==> src/sprd_pkg.sv <==
package sprd_pkg;

  // Fixed field widths of the byte stream and the pixel results
  localparam int unsigned BYTE_W      = 8;
  localparam int unsigned WORD_W      = 16;
  localparam int unsigned PIX_IDX_W   = 12;
  localparam int unsigned CONSUMED_W  = 18;
  localparam int unsigned GATHER_W    = 24;
  localparam int unsigned BIP_W       = 2;

  // Configuration register indexes
  localparam int unsigned CFG_IDX_W   = 1;
  localparam logic [CFG_IDX_W-1:0] REG_LARGE_SPRITES = 1'd0;
  localparam logic [CFG_IDX_W-1:0] REG_ALPHA_MODE    = 1'd1;

  // Constants of the record format
  localparam int unsigned SMALL_SIDE     = 32;
  localparam int unsigned RUN_HDR_BYTES  = 4;
  localparam logic [BYTE_W-1:0]     OPAQUE_ALPHA = 8'hFF;
  localparam logic [CONSUMED_W-1:0] CONSUMED_MAX = 18'h3FFFF;

  // One decoded result
  typedef struct packed {
    logic                  pixel_valid;
    logic [PIX_IDX_W-1:0]  pixel_index;
    logic [BYTE_W-1:0]     red;
    logic [BYTE_W-1:0]     green;
    logic [BYTE_W-1:0]     blue;
    logic [BYTE_W-1:0]     alpha;
    logic                  record_done;
  } result_t;

endpackage

==> src/sprd_if.sv <==
// Byte stream into the decoder
interface sprd_in_if
  import sprd_pkg::*;
();
  logic              valid;
  logic              ready;
  logic [BYTE_W-1:0] data_byte;
  logic              record_start;

  modport source (output valid, data_byte, record_start, input ready);
  modport sink   (input valid, data_byte, record_start, output ready);
endinterface

// Pixel results out of the decoder
interface sprd_out_if
  import sprd_pkg::*;
();
  logic                 valid;
  logic                 ready;
  logic                 pixel_valid;
  logic [PIX_IDX_W-1:0] pixel_index;
  logic [BYTE_W-1:0]    red;
  logic [BYTE_W-1:0]    green;
  logic [BYTE_W-1:0]    blue;
  logic [BYTE_W-1:0]    alpha;
  logic                 record_done;

  modport source (output valid, pixel_valid, pixel_index, red, green, blue, alpha,
                  record_done, input ready);
  modport sink   (input valid, pixel_valid, pixel_index, red, green, blue, alpha,
                  record_done, output ready);
endinterface

// Configuration register writes
interface sprd_cfg_if
  import sprd_pkg::*;
();
  logic                 valid;
  logic                 ready;
  logic [CFG_IDX_W-1:0] index;
  logic                 value;

  modport source (output valid, index, value, input ready);
  modport sink   (input valid, index, value, output ready);
endinterface

==> src/sprd_core.sv <==
module sprd_core
  import sprd_pkg::*;
#(
  parameter int unsigned MAX_SIDE = 64
) (
  input  logic              clk,
  input  logic              rst,
  input  logic              accept,
  input  logic [BYTE_W-1:0] data_byte,
  input  logic              record_start,
  input  logic              large_sprites,
  input  logic              alpha_mode,
  output logic              has_result,
  output result_t           res
);

  localparam int unsigned TOTAL_LARGE = MAX_SIDE * MAX_SIDE;
  localparam int unsigned TOTAL_SMALL = SMALL_SIDE * SMALL_SIDE;
  localparam int unsigned POS_W       = $clog2(TOTAL_LARGE + 1);

  // Decoder phases
  localparam logic [3:0] PH_IDLE     = 4'd0;
  localparam logic [3:0] PH_KEY0     = 4'd1;
  localparam logic [3:0] PH_KEY1     = 4'd2;
  localparam logic [3:0] PH_KEY2     = 4'd3;
  localparam logic [3:0] PH_SIZE_LO  = 4'd4;
  localparam logic [3:0] PH_SIZE_HI  = 4'd5;
  localparam logic [3:0] PH_TRANS_LO = 4'd6;
  localparam logic [3:0] PH_TRANS_HI = 4'd7;
  localparam logic [3:0] PH_COL_LO   = 4'd8;
  localparam logic [3:0] PH_COL_HI   = 4'd9;
  localparam logic [3:0] PH_COLOR    = 4'd10;
  localparam logic [3:0] PH_DONE     = 4'd11;

  logic [3:0]            phase, phase_next, phase_eff;
  logic [WORD_W-1:0]     payload_size, payload_size_next, payload_size_eff;
  logic [CONSUMED_W-1:0] consumed, consumed_next, consumed_eff;
  logic [POS_W-1:0]      pos, pos_next, pos_eff;
  logic [WORD_W-1:0]     run_count, run_count_next, run_count_eff;
  logic [BIP_W-1:0]      bip, bip_next, bip_eff;
  logic [GATHER_W-1:0]   gather, gather_next, gather_eff;
  logic [BYTE_W-1:0]     low_hold, low_hold_next, low_hold_eff;

  logic [POS_W-1:0]      total;
  logic [WORD_W-1:0]     word;
  logic [WORD_W:0]       trans_sum;
  logic [CONSUMED_W-1:0] run_bytes;
  logic [CONSUMED_W:0]   cons_sum;
  logic [CONSUMED_W-1:0] cons_sat;
  logic [POS_W-1:0]      pos_inc;
  logic [WORD_W-1:0]     run_dec;
  logic                  last_byte;
  logic                  done;

  assign total = large_sprites ? POS_W'(TOTAL_LARGE) : POS_W'(TOTAL_SMALL);
  assign word  = {data_byte, low_hold_eff};

  // A record start wipes the record state before this byte is decoded
  always_comb begin
    if (record_start) begin
      phase_eff        = large_sprites ? PH_SIZE_LO : PH_KEY0;
      payload_size_eff = '0;
      consumed_eff     = '0;
      pos_eff          = '0;
      run_count_eff    = '0;
      bip_eff          = '0;
      gather_eff       = '0;
      low_hold_eff     = '0;
    end else begin
      phase_eff        = phase;
      payload_size_eff = payload_size;
      consumed_eff     = consumed;
      pos_eff          = pos;
      run_count_eff    = run_count;
      bip_eff          = bip;
      gather_eff       = gather;
      low_hold_eff     = low_hold;
    end
  end

  // Run arithmetic: skip with saturation at image end, payload bytes with saturation
  assign trans_sum = (WORD_W+1)'(pos_eff) + (WORD_W+1)'(word);
  assign run_bytes = alpha_mode ? {word, 2'b00}
                                : ({1'b0, word, 1'b0} + {2'b00, word});
  assign cons_sum  = (CONSUMED_W+1)'(consumed_eff) + (CONSUMED_W+1)'(RUN_HDR_BYTES)
                   + (CONSUMED_W+1)'(run_bytes);
  assign cons_sat  = cons_sum[CONSUMED_W] ? CONSUMED_MAX : cons_sum[CONSUMED_W-1:0];
  assign pos_inc   = pos_eff + POS_W'(1);
  assign run_dec   = run_count_eff - WORD_W'(1);
  assign last_byte = alpha_mode ? (bip_eff == BIP_W'(3)) : (bip_eff == BIP_W'(2));
  assign done      = (pos_inc >= total)
                   || ((run_dec == '0) && (consumed_eff >= CONSUMED_W'(payload_size_eff)));

  // Byte decode
  always_comb begin
    phase_next        = phase_eff;
    payload_size_next = payload_size_eff;
    consumed_next     = consumed_eff;
    pos_next          = pos_eff;
    run_count_next    = run_count_eff;
    bip_next          = bip_eff;
    gather_next       = gather_eff;
    low_hold_next     = low_hold_eff;
    has_result        = 1'b0;
    res               = '0;
    unique case (phase_eff) inside
      PH_KEY0: phase_next = PH_KEY1;
      PH_KEY1: phase_next = PH_KEY2;
      PH_KEY2: phase_next = PH_SIZE_LO;
      PH_SIZE_LO, PH_TRANS_LO, PH_COL_LO: begin
        low_hold_next = data_byte;
        phase_next    = phase_eff + 4'd1;
      end
      PH_SIZE_HI: begin
        payload_size_next = word;
        if (word == '0) begin
          phase_next      = PH_DONE;
          has_result      = 1'b1;
          res.record_done = 1'b1;
        end else begin
          phase_next = PH_TRANS_LO;
        end
      end
      PH_TRANS_HI: begin
        pos_next   = (trans_sum > (WORD_W+1)'(total)) ? total : POS_W'(trans_sum);
        phase_next = PH_COL_LO;
      end
      PH_COL_HI: begin
        consumed_next = cons_sat;
        if (pos_eff >= total) begin
          phase_next      = PH_DONE;
          has_result      = 1'b1;
          res.record_done = 1'b1;
        end else if (word == '0) begin
          if (cons_sat >= CONSUMED_W'(payload_size_eff)) begin
            phase_next      = PH_DONE;
            has_result      = 1'b1;
            res.record_done = 1'b1;
          end else begin
            phase_next = PH_TRANS_LO;
          end
        end else begin
          run_count_next = word;
          bip_next       = '0;
          gather_next    = '0;
          phase_next     = PH_COLOR;
        end
      end
      PH_COLOR: begin
        if (!last_byte) begin
          case (bip_eff)
            2'd0:    gather_next[7:0]   = data_byte;
            2'd1:    gather_next[15:8]  = data_byte;
            2'd2:    gather_next[23:16] = data_byte;
            default: gather_next        = gather_eff;
          endcase
          bip_next = bip_eff + BIP_W'(1);
        end else begin
          has_result      = 1'b1;
          res.pixel_valid = 1'b1;
          res.pixel_index = PIX_IDX_W'(pos_eff);
          res.red         = gather_eff[7:0];
          res.green       = gather_eff[15:8];
          res.blue        = alpha_mode ? gather_eff[23:16] : data_byte;
          res.alpha       = alpha_mode ? data_byte : OPAQUE_ALPHA;
          res.record_done = done;
          pos_next        = pos_inc;
          run_count_next  = run_dec;
          bip_next        = '0;
          gather_next     = '0;
          if (done) begin
            phase_next = PH_DONE;
          end else if (run_dec == '0) begin
            phase_next = PH_TRANS_LO;
          end
        end
      end
      default: begin
        // idle or finished: bytes without a record start are dropped
        phase_next = phase_eff;
      end
    endcase
  end

  // Record state
  always_ff @(posedge clk) begin
    if (rst) begin
      phase        <= PH_IDLE;
      payload_size <= '0;
      consumed     <= '0;
      pos          <= '0;
      run_count    <= '0;
      bip          <= '0;
      gather       <= '0;
      low_hold     <= '0;
    end else if (accept) begin
      phase        <= phase_next;
      payload_size <= payload_size_next;
      consumed     <= consumed_next;
      pos          <= pos_next;
      run_count    <= run_count_next;
      bip          <= bip_next;
      gather       <= gather_next;
      low_hold     <= low_hold_next;
    end
  end

  // A done result always leaves the decoder finished
  assert property (@(posedge clk) disable iff (rst)
    (accept && has_result && res.record_done) |=> (phase == PH_DONE))
    else $error("record_done given but decoder not finished");

  // Position never passes the large-sprite image end
  assert property (@(posedge clk) disable iff (rst)
    (pos <= POS_W'(TOTAL_LARGE)))
    else $error("pixel position beyond image end");

endmodule

==> src/sprd_skid.sv <==
module sprd_skid
  import sprd_pkg::*;
(
  input  logic    clk,
  input  logic    rst,
  input  logic    push,
  input  result_t push_data,
  output logic    push_ready,
  output logic    out_valid,
  input  logic    out_ready,
  output result_t out_data
);

  logic    sk_valid;
  result_t sk_data;
  logic    pop;

  assign pop        = out_valid && out_ready;
  assign push_ready = !sk_valid;

  // Output register backed by one skid entry
  always_ff @(posedge clk) begin
    if (rst) begin
      out_valid <= 1'b0;
      sk_valid  <= 1'b0;
    end else if (!out_valid || pop) begin
      if (sk_valid) begin
        out_valid <= 1'b1;
        sk_valid  <= 1'b0;
      end else begin
        out_valid <= push;
      end
    end else if (push) begin
      sk_valid <= 1'b1;
    end
  end

  // Payload moves
  always_ff @(posedge clk) begin
    if (!out_valid || pop) begin
      if (sk_valid) begin
        out_data <= sk_data;
      end else if (push) begin
        out_data <= push_data;
      end
    end else if (push) begin
      sk_data <= push_data;
    end
  end

  assert property (@(posedge clk) disable iff (rst) sk_valid |-> out_valid)
    else $error("skid entry held while output register empty");

  assert property (@(posedge clk) disable iff (rst) push |-> !sk_valid)
    else $error("push into full buffer");

  assert property (@(posedge clk) disable iff (rst)
    (pop && sk_valid) |=> (out_valid && (out_data == $past(sk_data))))
    else $error("skid entry not moved to output register");

endmodule

==> src/sprite_run_length_decoder.sv <==
// Sprite run-length decoder. Takes one sprite record a byte per transaction
// on data_in (record_start on the first byte) and gives colored-pixel writes
// on pixel_out; transparent runs give nothing, and the last result of a record
// has record_done set (a header-only end gives one result with pixel_valid 0).
// One byte is accepted every cycle while data_in.ready is high: each byte
// updates the counter set in the decoder and its result is registered,
// appearing on pixel_out the cycle after acceptance unless pixel_out is
// stalled. A two-entry output buffer (output register plus skid entry) holds
// results, and data_in.ready drops only while both are full.
// Write large_sprites and alpha_mode through cfg between records only.
module sprite_run_length_decoder
  import sprd_pkg::*;
#(
  parameter int unsigned MAX_SIDE = 64
) (
  input  logic        clk,
  input  logic        rst,
  sprd_in_if.sink     data_in,
  sprd_out_if.source  pixel_out,
  sprd_cfg_if.sink    cfg
);

  logic    large_sprites;
  logic    alpha_mode;
  logic    accept;
  logic    has_result;
  logic    push_ready;
  result_t res;
  result_t out_data;

  // Configuration registers
  assign cfg.ready = 1'b1;

  always_ff @(posedge clk) begin
    if (rst) begin
      large_sprites <= 1'b0;
      alpha_mode    <= 1'b0;
    end else if (cfg.valid) begin
      case (cfg.index)
        REG_LARGE_SPRITES: large_sprites <= cfg.value;
        REG_ALPHA_MODE:    alpha_mode    <= cfg.value;
        default:           large_sprites <= large_sprites;
      endcase
    end
  end

  assign data_in.ready = push_ready;
  assign accept        = data_in.valid && push_ready;

  sprd_core #(
    .MAX_SIDE(MAX_SIDE)
  ) u_core (
    .clk          (clk),
    .rst          (rst),
    .accept       (accept),
    .data_byte    (data_in.data_byte),
    .record_start (data_in.record_start),
    .large_sprites(large_sprites),
    .alpha_mode   (alpha_mode),
    .has_result   (has_result),
    .res          (res)
  );

  sprd_skid u_skid (
    .clk       (clk),
    .rst       (rst),
    .push      (accept && has_result),
    .push_data (res),
    .push_ready(push_ready),
    .out_valid (pixel_out.valid),
    .out_ready (pixel_out.ready),
    .out_data  (out_data)
  );

  assign pixel_out.pixel_valid = out_data.pixel_valid;
  assign pixel_out.pixel_index = out_data.pixel_index;
  assign pixel_out.red         = out_data.red;
  assign pixel_out.green       = out_data.green;
  assign pixel_out.blue        = out_data.blue;
  assign pixel_out.alpha       = out_data.alpha;
  assign pixel_out.record_done = out_data.record_done;

endmodule

==> src/flat_wrapper.sv <==
// flat-port wrapper written by rule: the top's interface ports become plain ports
module sprite_run_length_decoder_flat import sprd_pkg::*;
#(
  parameter int unsigned MAX_SIDE = 64
)
  (clk, rst, data_in_valid, data_in_data_byte, data_in_record_start, data_in_ready, pixel_out_valid, pixel_out_pixel_valid, pixel_out_pixel_index, pixel_out_red, pixel_out_green, pixel_out_blue, pixel_out_alpha, pixel_out_record_done, pixel_out_ready, cfg_valid, cfg_index, cfg_value, cfg_ready);
  sprd_in_if data_in_i ();
  sprd_out_if pixel_out_i ();
  sprd_cfg_if cfg_i ();
  input  logic clk;
  input  logic rst;
  input wire logic [$bits(data_in_i.valid)-1:0] data_in_valid;
  input wire logic [$bits(data_in_i.data_byte)-1:0] data_in_data_byte;
  input wire logic [$bits(data_in_i.record_start)-1:0] data_in_record_start;
  output wire logic [$bits(data_in_i.ready)-1:0] data_in_ready;
  output wire logic [$bits(pixel_out_i.valid)-1:0] pixel_out_valid;
  output wire logic [$bits(pixel_out_i.pixel_valid)-1:0] pixel_out_pixel_valid;
  output wire logic [$bits(pixel_out_i.pixel_index)-1:0] pixel_out_pixel_index;
  output wire logic [$bits(pixel_out_i.red)-1:0] pixel_out_red;
  output wire logic [$bits(pixel_out_i.green)-1:0] pixel_out_green;
  output wire logic [$bits(pixel_out_i.blue)-1:0] pixel_out_blue;
  output wire logic [$bits(pixel_out_i.alpha)-1:0] pixel_out_alpha;
  output wire logic [$bits(pixel_out_i.record_done)-1:0] pixel_out_record_done;
  input wire logic [$bits(pixel_out_i.ready)-1:0] pixel_out_ready;
  input wire logic [$bits(cfg_i.valid)-1:0] cfg_valid;
  input wire logic [$bits(cfg_i.index)-1:0] cfg_index;
  input wire logic [$bits(cfg_i.value)-1:0] cfg_value;
  output wire logic [$bits(cfg_i.ready)-1:0] cfg_ready;
  assign data_in_i.valid = data_in_valid;
  assign data_in_i.data_byte = data_in_data_byte;
  assign data_in_i.record_start = data_in_record_start;
  assign data_in_ready = data_in_i.ready;
  assign pixel_out_valid = pixel_out_i.valid;
  assign pixel_out_pixel_valid = pixel_out_i.pixel_valid;
  assign pixel_out_pixel_index = pixel_out_i.pixel_index;
  assign pixel_out_red = pixel_out_i.red;
  assign pixel_out_green = pixel_out_i.green;
  assign pixel_out_blue = pixel_out_i.blue;
  assign pixel_out_alpha = pixel_out_i.alpha;
  assign pixel_out_record_done = pixel_out_i.record_done;
  assign pixel_out_i.ready = pixel_out_ready;
  assign cfg_i.valid = cfg_valid;
  assign cfg_i.index = cfg_index;
  assign cfg_i.value = cfg_value;
  assign cfg_ready = cfg_i.ready;
  sprite_run_length_decoder #(.MAX_SIDE(MAX_SIDE)) u_core (.clk(clk), .rst(rst), .data_in(data_in_i), .pixel_out(pixel_out_i), .cfg(cfg_i));
endmodule
==> config.mk <==
export PLATFORM = sky130hd
export DESIGN_NAME = sprite_run_length_decoder_flat
export DESIGN_NICKNAME = d
export VERILOG_FILES = /design/src/sprd_pkg.sv /design/src/sprd_if.sv /design/src/sprd_core.sv /design/src/sprd_skid.sv /design/src/sprite_run_length_decoder.sv /design/src/flat_wrapper.sv
export SDC_FILE = /design/constraint.sdc
export NUM_CORES = 1
export LEC_CHECK = 0
export ABC_AREA = 1
export BUFFER_PORTS_ARGS = -buffer_cell sky130_fd_sc_hd__clkbuf_2
export CORE_ASPECT_RATIO = 1.75
export CORE_MARGIN = 2
export CORE_UTILIZATION = 55
export CTS_CLUSTER_SIZE = 16
export DETAILED_ROUTE_END_ITERATION = 12
export PLACE_DENSITY = 0.72
export SLEW_MARGIN = 0
export SYNTH_ARGS = -nofsm -noshare
export SYNTH_HDL_FRONTEND = slang
export SYNTH_SLANG_ARGS = --single-unit
==> constraint.sdc <==
create_clock -name clk -period 16.8 [get_ports clk]
set_input_delay 0.84 -clock clk [delete_from_list [all_inputs] [get_ports clk]]
set_output_delay 0.84 -clock clk [all_outputs]
set_load 0.02 [all_outputs]
Word level (Yosys, flattened, before mapping):

Index checks and enable logic that the tools add are counted.

* bits in registers: 197
* bits in latches: 0
* RAM bits: 0
* bits in read-only memories: 0
* output and inout bits: 49
* word-level logic and storage cells: 128
* memories kept: 0

* add/sub/neg operators: 8
* $mul: 0
* div/mod/pow operators: 0
* magnitude comparators: 5
* equality and inequality tests: 13
* shift operators: 0
* muxes and demuxes: 56
* bitwise gates (word level): 2
* reductions and logical operators: 18

Operator list (count)
* 46-bit 2-to-1 mux: 3
* 16-bit 2-to-1 mux: 6
* 24-bit 2-to-1 mux: 4
* 18-bit 2-to-1 mux: 4
* 8-bit 2-to-1 mux: 7
* 13-bit 2-to-1 mux: 4
* 24-bit case mux with 2 select lines: 1
* 45-bit 2-to-1 mux: 1
* 18-bit by 16-bit greater-or-equal comparator with 1-bit output: 2
* 16-bit logical NOT: 2
* 4-bit 2-to-1 mux: 8
* 16-bit case mux with 2 select lines: 1
* 4-bit case mux with 8 select lines: 1
* 13-bit greater-or-equal comparator: 2
* 13-bit case mux with 2 select lines: 1
* 18-bit by 3-bit adder with 19-bit output, second input constant: 1
* 19-bit by 18-bit adder with 19-bit output: 1
* 17-bit by 16-bit adder with 18-bit output: 1
* 13-bit by 16-bit adder with 17-bit output: 1
* 17-bit by 13-bit greater-than comparator with 1-bit output: 1
* 4-bit by 3-bit equality test with 1-bit output, second input constant: 4
* 16-bit by 1-bit subtractor with 16-bit output, second input constant: 1
* 13-bit by 1-bit adder with 13-bit output, second input constant: 1
* 4-bit equality test, second input constant: 3
* 20 further kinds: 41

Logic depth before layout (Yosys ltp):

* depth after elaboration: 13
* gate-level depth with buffers: 51

Hierarchy:

From an unflattened synthesis, not the netlist that was laid out.

* cell total of the unflattened synthesis: 2198
* area total of the unflattened synthesis: 15098.2 um^2

Modules (own cells, without submodules)
* sprd_core: instances 1, cells each 1927, area each 11559.8 um^2, seq. area each 2021.9 um^2
* sprd_skid: instances 1, cells each 252, area each 3425.8 um^2, seq. area each 2802.7 um^2
* sprite_run_length_decoder: instances 1, cells each 19, area each 112.6 um^2, seq. area each 40.0 um^2

Worst setup path after synthesis:

OpenSTA, ideal clock, no wires.

* kind: in2reg
* start: input data_in_record_start
* end: register u_core.u_skid.out_data[0] (netlist name)
* setup time: 0.465 ns
* data arrival time: 8.068 ns
* path slack: 8.267 ns
* cell stages on the path: 41
* cell sequence: buf_6 > inv_6 > buf_12 > buf_6 > nand2_1 > inv_1 > ha_1 > ha_1 > inv_1 > nand2_1 > nand2_1 > o21ai_0 > a21oi_1 > o21ai_0 > a21oi_1 > xor2_1 > a21oi_1 > ha_1 > [5 not listed] > nand2_1 > nand2_1 > clkbuf_1 > nor2_1 > inv_1 > ha_1 > nand2_1 > nor2_1 > nand3_1 > a21oi_1 > o21ai_0 > nand2_1 > a21oi_1 > nand3_1 > a21oi_1 > nand2_1 > nand2_1 > a21oi_1

* word-level cells in the longest chain between the ends: 13

RTL lines
* from (decl): RTL line flat_wrapper.sv:14 `input wire logic [$bits(data_in_i.record_start)-1:0] data_in_record_start;`
* 8-bit 2-to-1 mux: RTL line sprd_core.sv:60 `if (record_start) begin`
* 17-bit by 16-bit adder with 18-bit output: RTL line sprd_core.sv:84 `: ({1'b0, word, 1'b0} + {2'b00, word});`
* 18-bit 2-to-1 mux: RTL line sprd_core.sv:83 `assign run_bytes = alpha_mode ? {word, 2'b00}`
* 19-bit by 18-bit adder with 19-bit output: RTL line sprd_core.sv:86 `+ (CONSUMED_W+1)'(run_bytes);`
* 18-bit 2-to-1 mux: RTL line sprd_core.sv:87 `assign cons_sat = cons_sum[CONSUMED_W] ? CONSUMED_MAX : cons_sum[CONSUMED_W-1:0];`
* 18-bit by 16-bit greater-or-equal comparator with 1-bit output: RTL line sprd_core.sv:135 `if (cons_sat >= CONSUMED_W'(payload_size_eff)) begin`
* 1-bit 2-to-1 mux: RTL line sprd_core.sv:135
* 1-bit 2-to-1 mux: RTL line sprd_core.sv:134 `end else if (word == '0) begin`
* 1-bit 2-to-1 mux: RTL line sprd_core.sv:130 `if (pos_eff >= total) begin`
* 1-bit case mux with 3 select lines *: RTL line sprd_core.sv:106 `unique case (phase_eff) inside`
* 1-bit logical AND *: RTL line sprite_run_length_decoder.sv:67 `.push (accept && has_result),`
* 2-bit nonzero test (no line) *
* 2-bit AND reduction (no line) *

Mark *: on every way between the ends. The rest lies on a longest branch, timed or not.
A chain may end at the register's enable or synchronous reset.

Worst setup path after layout:

* start: input data_in_record_start
* end: register u_core.u_skid.out_data[21] (netlist name)

* word-level cells in the longest chain between the ends: 13

RTL lines (RTL line)
* 8-bit 2-to-1 mux: sprd_core.sv:60
* 17-bit by 16-bit adder with 18-bit output: sprd_core.sv:84
* 18-bit 2-to-1 mux: sprd_core.sv:83
* 19-bit by 18-bit adder with 19-bit output: sprd_core.sv:86
* 18-bit 2-to-1 mux: sprd_core.sv:87
* 18-bit by 16-bit greater-or-equal comparator with 1-bit output: sprd_core.sv:135
* 1-bit 2-to-1 mux: sprd_core.sv:135
* 1-bit 2-to-1 mux: sprd_core.sv:134
* 1-bit 2-to-1 mux: sprd_core.sv:130
* 1-bit case mux with 3 select lines *: sprd_core.sv:106
* 1-bit logical AND *: sprite_run_length_decoder.sv:67
* 2-bit nonzero test (no line) *
* 2-bit AND reduction (no line) *

Marked as above.

==> impl_metrics.csv <==
group,metric,value,unit
layout,post_route_cells_drive_above_1_share,7.11,%
logic_synthesis,synth_warnings,0,
layout,nNetsFinal,2323,
clock_tree,h-tree-depth,4,
critical_path,critPathArrivalTime,9.29,ns
die,initial_core_util,55.7,%
detailed_routing,ant_nets,0,
global_route,grt.total_usage,33.9,%
logic_synthesis,ys_ff_latch,197,
critical_path,start_kind,"primary input",
clock_tree,post-cts-setup-buffer-count,0,
detailed_routing,drtIter0Drc,1080,
power_and_ir_drop,powerDensity,75.0,mW/mm^2
global_route,grt_max_degree,90,
logic_synthesis,synthArstFlopShare,0,%
job,drv_cap,0,
critical_path,crit_start,"data_in_record_start",
min_path,worstHoldPathType,"reg -> reg",
timing,period_share,54.3,%
logic_synthesis,avgSynthCellArea,6.76,sq um
logic_synthesis,synth_edf_count,92,
global_route,grt_pass1_wl,73.3,mm
power_and_ir_drop,total_power,1.18,mW
timing,period_minus_slack,9.12,ns
logic_synthesis,yosysTopAreaCell,"edfxtp_1",
logic_synthesis,synth_cell_types,53,
logic_synthesis,synthTopCellsByCount,"nand2_1, inv_1, nor2_1",
global_route,grt_antenna_before_repair,0,
timing,rsz0062_at_grt,"no",
timing,tns,0,ns
logic_synthesis,synthMostInstantiatedCell,"nand2_1",
die,fp-row-count,79,
detailed_routing,vias,14700,
logic_synthesis,netlist.area_leader.share,18.7,%
global_route,grt.overflow.total,0,
place,place.gp.congestion,1.07,
clock_tree,cts-root-buf,"clkbuf_16",
critical_path,crit_required,16.96,ns
global_route,grt_pass1_vias,13800,
detailed_routing,drc,0,
timing,worst_pin_slew,1.04,ns
min_path,min_from,"u_core.u_core.phase[2]",
layout,nFillCells,2520,
critical_path,crit_fanout,52,
clock_tree,hold_buffers,0,
place,numPortBuffers,63,
power_and_ir_drop,power.leakage,7.57,nW
die,die_area,0.0282,sq mm
die,core_area,0.0265,sq mm
place,place_area,0.0152,sq mm
detailed_routing,wl,47.3,mm
timing,relSlewSlack,30.1,%
timing,fmax,0.110,GHz
timing,clock_skew,0.0160,ns
clock_tree,clk_latency,0.47,ns
layout,synthToLayoutAreaGrowth,7.01,%
clock_tree,cts.repair.resized,0,
detailed_routing,via_per_inst,5.83,
die,io-pin-count,65,
critical_path,crit_type,"in -> reg",
die,die_w,128,microns
timing,fin_ws,7.68,ns
min_path,min_path_cells,2,
die,die_height,221,microns
critical_path,reg2regPathDepth,35,
detailed_routing,wl_per_cell,18.7,microns
logic_synthesis,syn-cell-area,0.0148,sq mm
clock_tree,clk_pin_slew,0.08,ns
place,dp_slack,7.37,ns
clock_tree,clockBufferDepth,2,
logic_synthesis,seq_area_frac_synth,32.9,%
logic_synthesis,synth_fp_nets,2315,
timing,finalSetupViolCount,0,
status,status,"finished clean",
timing,report.final.slew_viol_count,0,
critical_path,cp-end-kind,"flip-flop",
logic_synthesis,ys.flop_type,"dfxtp_1",
timing,hold_violations,0,
place,dp_hpwl,35.4,mm
clock_tree,cts_tree,"done",
layout,design_area,0.0158,sq mm
clock_tree,clock-sinks,197,
layout,diodes,0,
critical_path,r2r-start,"u_core.u_core.low_hold[1]",
critical_path,critPathSlowestCell,"buf_4",
logic_synthesis,synth_area_leaders,"edfxtp_1, nand2_1, dfxtp_1",
logic_synthesis,synthesis.instances,2186,
clock_tree,cts_buffers,17,
critical_path,critical_path.max_stage_delay,0.58,ns
power_and_ir_drop,ir_drop,0.0666,mV
detailed_routing,firstDrtPassIters,6,
[layout make-up]
cell class	count	area [sq um]	area share [%]
multi-input combinational	1603	8410	53.2
sequential	197	4860	30.8
inverter	294	1110	7.02
timing repair buffer	81	450	2.85
clock buffer	18	429	2.72
tap	324	405	2.57
clock inverter	14	138	0.871
[through the flow]
step	std cells	utilization (%)	hold slack, ns
global placement	2499	57.5	0.452
CTS	2531	59.7	0.468
detailed placement	2499	57.5	0.455
global route	2531	59.7	0.479
floorplan	2186	-	0.445
finish	2531	59.7	0.467
[power breakdown]
group | total [mW] | internal [mW] | leakage (nW) | switching (mW)
Sequential | 0.522 | 0.511 | 1.61 | 0.0110
Combinational | 0.258 | 0.0794 | 5.69 | 0.178
Clock | 0.405 | 0.197 | 0.269 | 0.208
[metal layers]
metal / part of all wire [%] / GRT usage (%) / vias up / wire, microns
met2: 51 / 61.2 / 585 / 23900
met1: 36 / 35.6 / 6739 / 17000
li1: - / - / 7244 / -
met4: 8.3 / 25.2 / 0 / 3940
met5: 0 / 0 / - / 0
met3: 5.1 / 4.40 / 179 / 2430
[placed cells by master (no fill, tap or decap), types with 2 or more instances in the layout]
cell type   count
o211ai_1       41
dfxtp_1       105
inv_2           3
or2_2           4
nand3_1        99
a31oi_1        35
nor3_1          9
nor2_2         12
nand2_1       596
clkinv_2        2
a21oi_1       168
inv_8           3
ha_1          112
clkbuf_16      17
nor4_1          3
nand2_2        12
clkbuf_2       63
clkinv_8        2
inv_1         283
nor2_4          2
a21o_1          4
o22ai_1         2
a211oi_1        8
o21ai_1         9
inv_6           5
xnor2_1         5
xor2_1         21
o221ai_1       23
nor2_1        220
nand3_2         3
buf_4          18
nand4_1        21
clkinv_1        6
edfxtp_1       92
o21ai_2         3
o21bai_1        3
a221oi_1        2
o21ai_0       170
clkinvlp_4      3
[worst paths after layout]
kind	slack, ns	end
max reg2reg	9.03	u_core.u_skid.out_data[21]
min	0.47	u_core.u_core.phase[2]
max	7.68	u_core.u_skid.out_data[21]
min reg2reg	0.47	u_core.u_core.phase[2]
[cells by family (layout without fill, tap and decap cells)]
group | Yosys count | after routing | synth area share, %
AND/OR/NAND/NOR | 985 | 985 | 27.2
flip-flops | 197 | 197 | 32.9
AO/OA/AOI/OAI | 478 | 478 | 18.4
buffers and inverters | 386 | 407 | 10.3
other | 1 | 1 | 0.0254
XOR/XNOR | 26 | 26 | 1.54
adder cells (fa/ha/maj) | 113 | 113 | 9.62
[flip-flops by register name, indices dropped and copies added (netlist names)]
name and cells:
u_core.u_skid.out_data 46, u_core.u_skid.sk_data 46, u_core.u_core.gather 24, u_core.u_core.consumed 18, u_core.u_core.payload_size 16, u_core.u_core.run_count 16, u_core.u_core.pos 13, u_core.u_core.low_hold 8
u_core.u_core.phase 4, u_core.u_core.bip 2, u_core.alpha_mode 1, u_core.large_sprites 1, u_core.u_skid.out_valid 1, u_core.u_skid.sk_valid 1
[critical path, delay by kind of cell]
family / cells / cell delay (ns)
compound gates: 13 / 3.12
fa+ha+maj: 5 / 1.34
buf+inv: 8 / 1.90
xor+xnor: 1 / 0.14
simple gates: 12 / 1.86
(Power assumes the default switching activity.)
